### src/mbq_pkg.sv
// Shared types and constants for the multichannel biquad low-pass filter.
// Used by the coefficient register file, the channel lanes and the top level.
package mbq_pkg;

	localparam int MAX_CH        = 8;
	localparam int COEF_BITS     = 18;
	localparam int REG_BITS      = 3 * COEF_BITS;
	localparam int APB_DATA_BITS = 64;
	localparam int APB_ADDR_BITS = 6;
	localparam int IDX_LSB       = 3;
	localparam int IDX_BITS      = $clog2(MAX_CH);

	localparam int B0_LSB = 0;
	localparam int A1_LSB = COEF_BITS;
	localparam int A2_LSB = 2 * COEF_BITS;

	typedef logic [REG_BITS-1:0] coef_t;

	typedef struct packed {
		logic ld_s1;
		logic ld_s2;
		logic ld_y;
	} lane_ctrl_t;

endpackage

### src/mbq_apb_regs.sv
// APB-style coefficient register file, one 54-bit packed word per channel.
// Depends on mbq_pkg for register widths and address layout.
module mbq_apb_regs
	import mbq_pkg::*;
(
	input  logic                     clk,
	input  logic                     arst_n,
	input  logic                     psel,
	input  logic                     penable,
	input  logic                     pwrite,
	input  logic [APB_ADDR_BITS-1:0] paddr,
	input  logic [APB_DATA_BITS-1:0] pwdata,
	output logic [APB_DATA_BITS-1:0] prdata,
	output coef_t                    coef [MAX_CH]
);

	coef_t               coef_q [MAX_CH];
	logic [IDX_BITS-1:0] idx;
	logic                wr_en;

	assign idx   = paddr[IDX_LSB +: IDX_BITS];
	assign wr_en = psel & penable & pwrite;

	always_ff @(posedge clk or negedge arst_n) begin
		if (!arst_n) begin
			for (int i = 0; i < MAX_CH; i++) coef_q[i] <= '0;
		end else if (wr_en) begin
			coef_q[idx] <= pwdata[REG_BITS-1:0];
		end
	end

	assign prdata = APB_DATA_BITS'(coef_q[idx]);
	assign coef   = coef_q;

endmodule

### config.mk
export PLATFORM = sky130hd
export DESIGN_NAME = mbq_apb_regs
export DESIGN_NICKNAME = d
export VERILOG_FILES = /design/src/mbq_pkg.sv /design/src/mbq_apb_regs.sv
export SDC_FILE = /design/constraint.sdc
export NUM_CORES = 1
export LEC_CHECK = 0
export ABC_AREA = 1
export ABC_CLOCK_PERIOD_IN_PS = 1400
export BUFFER_PORTS_ARGS = -buffer_cell sky130_fd_sc_hd__buf_2
export CAP_MARGIN = 20
export CELL_PAD_IN_SITES_DETAIL_PLACEMENT = 1
export CELL_PAD_IN_SITES_GLOBAL_PLACEMENT = 2
export CORE_MARGIN = 3
export CORE_UTILIZATION = 26
export CTS_CLUSTER_DIAMETER = 200
export DETAILED_ROUTE_END_ITERATION = 12
export GPL_TIMING_DRIVEN = 1
export PLACE_DENSITY_LB_ADDON = 0.1
export SLEW_MARGIN = 25
export SYNTH_ARGS = -nofsm -noshare
export SYNTH_HDL_FRONTEND = slang
export SYNTH_SLANG_ARGS = --single-unit
export TNS_END_PERCENT = 10
### constraint.sdc
create_clock -name clk -period 1.4 [get_ports clk]
set_input_delay 0.21 -clock clk [delete_from_list [all_inputs] [get_ports clk]]
set_output_delay 0.21 -clock clk [all_outputs]
set_load 0.005 [all_outputs]
==> out/results.ini <==
[status]
status = finished with violations
violations = setup timing

[sta]
timing.hold.ws_ns = 0.0612
drv_slew = 0
setup_viol = 344
skew_ns = 0
period_needed_ns = 1.79
setup_ws_ns = -0.393
slew_headroom_pct = 65.3
tightest_slew_ns = 0.521
hold_viol_final = 0
achievable-frequency_mhz = 558
post-route-period-util_pct = 128
rsz0062_at_grt = yes

[global_routing]
antenna_found_initial = 2
grt_pass1_vias = 25597
overflow = 0
grt.total_usage_pct = 25.9
grt_pass1_wl_um = 168000
grt_max_degree = 68

[placed_design]
gp_congestion = 0.838
dp.cells = 4617
dpl_worst_slack_ns = -0.251
post-dp-hpwl_um = 75900
io_buffers = 547

[critical_path]
arrival_ns = 1.58
path_max_fanout = 2
required_ns = 1.19
rr_worst_depth = 4
critPathKind = reg2out
crit_top_cell = nand2_1
cpMaxStageDelayCell = dfrtp_2
end_kind = output port
cp.depth = 7
cp_cell_sequence = nand2_1 -> nand2_1 -> nand2_1 -> nand2_1 -> nand2_1 -> nand2_1 -> buf_2
crit_family = flip-flops
crit_buf_inv = 1
cp_slowest_stage_delay_ns = 0.43
cp-start-kind = register

[floorplanning]
die_area_mm2 = 0.0854
start_util_pct = 26.3
rows = 104
die_h_um = 292
core_region_area_mm2 = 0.0808
io_pins = 571
die_w_um = 292

[detailed_routing]
dr_total_vias = 23843
totalWireLength_um = 113000
drc = 0
wl_per_cell_um = 22.3
avgViaCountPerCell = 4.73
postRouteAntennaNets = 0
dr.pass1.iters = 5
drt_iter0_drc = 1306

[cells_and_area]
drive_gt1_share_pct = 30.3
area_growth_pct = 61.1
seq_area_mm2 = 0.0108
nFillCells = 9747
largest_register_ffs = 432
multi_input_area_mm2 = 0.00942
nets = 4014
diodes = 0
final_cells = 5044
final_core_util_pct = 42.4

[pwr]
power_density_mw_per_mm2 = 1440
report.power.total_mw = 49.3
power_leakage_nw = 18.7
peakVddDrop_mv = 0.794

[yosys]
synth_cells = 2986
synth-seq-area-share_pct = 50.8
ys_warn_count = 0
synth_seq_cells = 432
synth_cell_types = 20
avgSynthCellArea_um2 = 7.13
syn-cell-area_mm2 = 0.0213

[min_path]
min_path_type = in2async

[cts]
cts_buffers = 55
clock_latency_ns = 0.61
clk_path_buf_depth = 3
root_buffer = clkbuf_16
tritoncts = built
cts_htree_levels = 2
clk_pin_slew_ns = 0.06
clock_sinks = 432

[flow_run]
cap_violations = 0

==> layout make-up <==
class	instances	share of cell area, %
well taps	1060	3.87
clock inverters	8	0.555
multi-input cells	2297	27.5
inverters	58	0.668
repair buffers	1095	30.6
clock buffers	94	5.32
flip-flops and latches	432	31.6
==> Yosys cell counts <==
master    instances  area (um2)
buf_4            31         233
inv_2             3        11.3
nor2_1           56         210
buf_2            55         275
nand2_1        1783        6690
clkbuf_1         97         364
nand3_4           3        52.6
conb_1            1        3.75
nand3_1           2        10.0
nand2_2           2        12.5
a21oi_1          54         270
o21ai_0         368        1840
buf_1            17        63.8
buf_6             8        90.1
nand3_2           2        20.0
nor2_4            6        67.6
o21ai_1          10        50.1
dfrtp_1         432       10800
nor2_2            1        6.26
inv_1            55         206
==> where the power goes <==
group	leakage [nW]	switching [mW]	internal (mW)	total, mW
sequential	5.54	2.05	14.9	17.0
clock	0.995	5.85	9.86	15.7
combinational	12.2	7.68	8.94	16.6
total	18.7	15.6	33.7	49.3
==> worst register-to-register path, stage by stage (launching register included) <==
cell and delay, ns:
dfrtp_1 0.42, buf_4 0.15, buf_6 0.12, o21ai_0 0.09
nand2_1 0.08
==> cell families after synthesis <==
family	synth area share (%)
compound gates	10.2
other cells	0.0176
flops	50.8
simple gates	33.2
buf+inv	5.84
==> layout by cell type (no fill, tap or decap), types with 6 or more instances in the layout <==
master / count
nand2_1: 1735
buf_6: 530
dfrtp_1: 423
o21ai_0: 368
buf_2: 286
buf_4: 155
buf_12: 67
clkbuf_16: 57
nor2_1: 56
inv_1: 55
dlygate4sd3_1: 55
a21oi_1: 54
nand2_2: 50
clkbuf_8: 27
clkbuf_1: 11
o21ai_1: 10
conb_1: 10
dfrtp_2: 9
nand3_4: 6
nor2_4: 6
bufinv_16: 6
==> stage by stage <==
| step | setup TNS [ns] | instance area (um2) |
|---|---|---|
| finish | -40.94 | 34300 |
| global route | -62.75 | 34300 |
| CTS | -48.24 | 32800 |
| detailed placement | -51.83 | 26900 |
| global placement | -41.76 | 26900 |
| floorplan | 0 | 21300 |
==> routing by layer <==
layer	track usage [%]	wire, um	vias to the layer above	part of all wire (%)
met1	33.7	49200	11943	44
met2	43.7	54300	578	48
met5	0	0	-	0
met4	7.87	3390	0	3.0
li1	-	-	11174	-
met3	4.93	5690	148	5.1
==> final timing paths <==
check	start	endpoint	slack, ns
worst max-delay path	coef[418]	prdata[40]	-0.39
worst min-delay path	arst_n	coef[100]	0.06
worst max register to register	coef[257]	coef[257]	0.43
worst min register to register	coef[306]	coef[306]	0.52
max in group asynchronous	arst_n	coef[286]	0.60
min in group clk	paddr[3]	coef[267]	0.29
==> what timing repair did <==
item	CTS	global route
endpoints found under the hold margin	804	0
setup buffers	168	102
endpoints found under the setup margin	430	448
gates resized for setup	439	171
hold buffers	55	0
pin swaps	140	112
Power figures use the tool's default switching activity.
