[src/mbq_pkg.sv]
// Shared types and constants for the multichannel biquad low-pass filter.
// Used by the coefficient register file, the channel lanes and the top level.
package mbq_pkg;

	localparam int MAX_CH        = 8;
	localparam int COEF_BITS     = 18;
	localparam int REG_BITS      = 3 * COEF_BITS;
	localparam int APB_DATA_BITS = 64;
	localparam int APB_ADDR_BITS = 6;
	localparam int IDX_LSB       = 3;
	localparam int IDX_BITS      = $clog2(MAX_CH);

	localparam int B0_LSB = 0;
	localparam int A1_LSB = COEF_BITS;
	localparam int A2_LSB = 2 * COEF_BITS;

	typedef logic [REG_BITS-1:0] coef_t;

	typedef struct packed {
		logic ld_s1;
		logic ld_s2;
		logic ld_y;
	} lane_ctrl_t;

endpackage

[src/mbq_lane.sv]
// One filter channel: feed-forward sum, numerator product, recursive update.
// Depends on mbq_pkg for coefficient layout and the lane control struct.
module mbq_lane
	import mbq_pkg::*;
#(
	parameter int SAMPLE_BITS    = 16,
	parameter int COEF_FRAC_BITS = 16
) (
	input  logic                          clk,
	input  logic                          arst_n,
	input  lane_ctrl_t                    ctrl,
	input  logic signed [SAMPLE_BITS-1:0] sample,
	input  coef_t                         coef,
	output logic signed [SAMPLE_BITS-1:0] filtered
);

	localparam int XS_W  = SAMPLE_BITS + 2;
	localparam int FF_W  = SAMPLE_BITS + 20;
	localparam int FB_W  = SAMPLE_BITS + 18;
	localparam int ACC_W = SAMPLE_BITS + 21;

	localparam logic signed [ACC_W-1:0] HALF = ACC_W'(1) << (COEF_FRAC_BITS - 1);
	localparam logic signed [ACC_W-1:0] YMAX = (ACC_W'(1) << (SAMPLE_BITS - 1)) - ACC_W'(1);
	localparam logic signed [ACC_W-1:0] YMIN = -YMAX - ACC_W'(1);

	logic signed [SAMPLE_BITS-1:0] x1_q, x2_q, y1_q, y2_q;
	logic signed [XS_W-1:0]        xs, xs_s1;
	logic signed [FF_W-1:0]        ff, ff_s2;
	logic signed [FB_W-1:0]        p1, p2;
	logic signed [ACC_W-1:0]       acc, shifted;
	logic signed [SAMPLE_BITS-1:0] ysat;
	logic signed [COEF_BITS-1:0]   b0, a1, a2;

	assign b0 = coef[B0_LSB +: COEF_BITS];
	assign a1 = coef[A1_LSB +: COEF_BITS];
	assign a2 = coef[A2_LSB +: COEF_BITS];

	assign xs = XS_W'(sample) + (XS_W'(x1_q) <<< 1) + XS_W'(x2_q);

	always_ff @(posedge clk or negedge arst_n) begin
		if (!arst_n) begin
			x1_q <= '0;
			x2_q <= '0;
		end else if (ctrl.ld_s1) begin
			x1_q <= sample;
			x2_q <= x1_q;
		end
	end

	always_ff @(posedge clk) begin
		if (ctrl.ld_s1) xs_s1 <= xs;
	end

	assign ff = b0 * xs_s1;

	always_ff @(posedge clk) begin
		if (ctrl.ld_s2) ff_s2 <= ff;
	end

	assign p1      = a1 * y1_q;
	assign p2      = a2 * y2_q;
	assign acc     = ACC_W'(ff_s2) - ACC_W'(p1) - ACC_W'(p2) + HALF;
	assign shifted = acc >>> COEF_FRAC_BITS;

	always_comb begin
		if (shifted > YMAX)      ysat = YMAX[SAMPLE_BITS-1:0];
		else if (shifted < YMIN) ysat = YMIN[SAMPLE_BITS-1:0];
		else                     ysat = shifted[SAMPLE_BITS-1:0];
	end

	always_ff @(posedge clk or negedge arst_n) begin
		if (!arst_n) begin
			y1_q <= '0;
			y2_q <= '0;
		end else if (ctrl.ld_y) begin
			y1_q <= ysat;
			y2_q <= y1_q;
		end
	end

	assign filtered = y1_q;

endmodule

[config.mk]
export PLATFORM = sky130hd
export DESIGN_NAME = mbq_lane
export DESIGN_NICKNAME = d
export VERILOG_FILES = /design/src/mbq_pkg.sv /design/src/mbq_lane.sv
export SDC_FILE = /design/constraint.sdc
export NUM_CORES = 2
export LEC_CHECK = 0
export BUFFER_PORTS_ARGS = -buffer_cell sky130_fd_sc_hd__buf_4
export CAP_MARGIN = 30
export CORE_AREA = 2 2 246 309
export CTS_CLUSTER_SIZE = 14
export DETAILED_ROUTE_END_ITERATION = 8
export DIE_AREA = 0 0 248 311
export HOLD_SLACK_MARGIN = 0.1
export PLACE_DENSITY = 0.76
export SLEW_MARGIN = 0
export SYNTH_ARGS = -nofsm -noshare
export SYNTH_HDL_FRONTEND = slang
export SYNTH_SLANG_ARGS = --single-unit
[constraint.sdc]
create_clock -name clk -period 7.5 [get_ports clk]
set_input_delay 1.125 -clock clk [delete_from_list [all_inputs] [get_ports clk]]
set_output_delay 1.125 -clock clk [all_outputs]
set_load 0.005 [all_outputs]
==> impl_metrics.ini <==
[timing]
fmax_mhz = 125
min_period_over_period_pct = 107
setup_ws_ps = -510
worst_pin_slew_ps = 831
slew_headroom_pct = 44.6
period_minus_slack_ps = 8010
rsz0062_at_grt = true
skew_ps = 14.6
setup_viol = 16
timing.hold.ws_ps = 519
finalSetupTns_ps = -7020
drv_slew = 0
final-hold-violation-count = 0

[cells_and_area]
fill_cells = 5844
antenna_cells = 0
multi_input_area_mm2 = 0.0331
most-common-layout-cells = 1100 x inv_1, 1039 x fa_1, 482 x nand2_1
layout.area.seq_mm2 = 0.00323
layout_commonest_cell = inv_1
drive_above_1_share_pct = 14.5
fin_area_mm2 = 0.0458
area_delta_synth_final_pct = 12.9
final_util_pct = 61.8
layout.nets = 5793

[route]
top_layer_used = met5
routed_wl_um = 93000
drt_iter0_drc = 1351
dr.pass1.iters = 5
remaining_drc_errors = 0
via_count = 27700
drt-met1-wl_um = 35200
met2_wirelength_um = 50200
met3WireLength_um = 4400
ant_nets = 0
wl_per_cell_um = 17.4
route.detailed.vias_per_inst = 5.17

[status]
status = complete, but fails checks
violations = negative setup slack

[grt]
antenna_found_initial = 4
grt_max_degree = 65
gr-total-overflow = 0
grt_pass1_vias = 31500
grt_usage_pct = 25.9
grt_pass1_wl_um = 156000

[critical_path]
crit_path_start_kind = input port
worst_path_most_repeated_cell = fa_1
cpPeakStageDelay_ps = 590
cp.arrival_ps = 8410
slowest_stage = fa_1
required_ps = 7900
r2r_cells = 30
cp_max_fo = 8
cp-end-kind = flop
critical_path_class = input port to flop

[placed_design]
routabilityCongestion = 0.891
dp_hpwl_um = 82100
port_buffers = 90
place_area_mm2 = 0.0443

[logic_synthesis]
synth_top_family_by_area = adder cells
yosysSeqAreaShare_pct = 7.94
synthSimpleGateAreaFrac_pct = 12.8
synth_top_area_share_pct = 52.2
synth_area_leaders = fa_1 52%, inv_1 10%, ha_1 8.9%, and2_1 5.9%, nand2_1 4.5%
synth_cells = 4103
synth_edf_count = 54
synth_compound_area_share_pct = 3.09
netlist_area_mm2 = 0.0406
synthMuxAreaShare_pct = 1.36
synth-main-ff-cell = dfrtp_1
netlist.top_cell.by_area = fa_1
async_reset_ff_share_pct = 54.2
ys_seq_elements = 118
yosys.cell_types.count = 64
syn_nets = 5523
avgSynthCellArea_um2 = 9.89
ys_warn_count = 0
synth-adder-area-share_pct = 61.0
synth-xor-area-share_pct = 1.88

[clock_network]
cts_sinks = 118
clockBufferDepth = 2
path_clk_slew_ps = 70
cts_tree = done
clkLatencyLatePin_ps = 480
hold_buffers = 0
clockRootBuffer = clkbuf_16
numCtsBuffers = 17
htree_num_levels = 4

[hold_path]
hold_path.class = flop to flop
holdPathStages = 1

[floorplanning]
fp.dieH_um = 311
rows = 112
dieWidth_um = 248
initial_core_util_pct = 54.7
design.core.area_mm2 = 0.0741
die-area_mm2 = 0.0771
io_pins = 91

[flow_run]
cap_violations = 0
[stage by stage]
stage	std cells	setup WS, ps
final	5355	-510
after floorplan	4103	-663
after global placement	5294	-1350
after CTS	5347	-343
after detailed placement	5294	-1520
after global routing	5355	-672
[state kept, by name, summed over array words and instances, names as in the netlist]
| register | flops |
|---|---|
| ff_s2 | 36 |
| x1_q | 16 |
| filtered | 16 |
| xs_s1 | 18 |
| y2_q | 16 |
| x2_q | 16 |
[synth_stat cells, types with 46 or more instances]
cell type,count
ha_1,288
clkbuf_1,154
mux2_2,48
edfxtp_1,54
inv_1,1116
and2_1,383
nand2_1,490
a21oi_1,59
fa_1,1057
dfrtp_1,64
nand2b_1,46
xnor2_1,68
[final timing paths]
check,slack [ps],endpoint,start
worst max-delay path,-510,filtered[12]$_DFFE_PN0P_,coef[52]
worst min-delay path,520,x2_q[0]$_DFFE_PN0P_,x2_q[0]$_DFFE_PN0P_
worst max register to register,-470,filtered[12]$_DFFE_PN0P_,filtered[4]$_DFFE_PN0P_
worst min register to register,520,x2_q[0]$_DFFE_PN0P_,x2_q[0]$_DFFE_PN0P_
max in group asynchronous,6300,y2_q[1]$_DFFE_PN0P_,arst_n
min in group asynchronous,590,x2_q[14]$_DFFE_PN0P_,arst_n
[layout make-up]
type	count	share of cell area [%]
Sequential cell	118	7.04
Clock buffer	19	0.989
Timing Repair Buffer	411	7.57
Tap cell	969	2.65
Clock inverter	13	0.257
Multi-Input combinational cell	2709	72.3
Inverter	1116	9.17
[kinds of logic (layout without fill, tap and decap cells)]
logic type	Yosys count	count (layout)
flops	118	118
simple gates	1046	1046
mux	49	49
compound gates	181	182
buf+inv	1277	1559
xor+xnor	87	87
fa+ha+maj	1345	1345
[critical path, delay by kind of cell]
kind / cells / cell delay (ps)
and+or+nand+nor: 6 / 800
buffers and inverters: 11 / 1140
AOI/OAI and AO/OA: 5 / 920
adders and majority gates: 9 / 4400
[repair_timing]
item | in CTS | in global routing
setup endpoints to repair | 16 | 16
gates cloned | 2 | 1
resized for setup | 73 | 90
pin swaps | 52 | 82
setup buffers | 19 | 6
[routing by layer]
metal,global-route usage (%),vias to the layer above
li1,-,12300
met4,8.89,8
met1,30.9,14400
met2,47.3,745
met3,3.58,229
met5,0,-
Power is not shown: default switching activity piles up to over one toggle a cycle in this logic, so the estimate is an artifact.
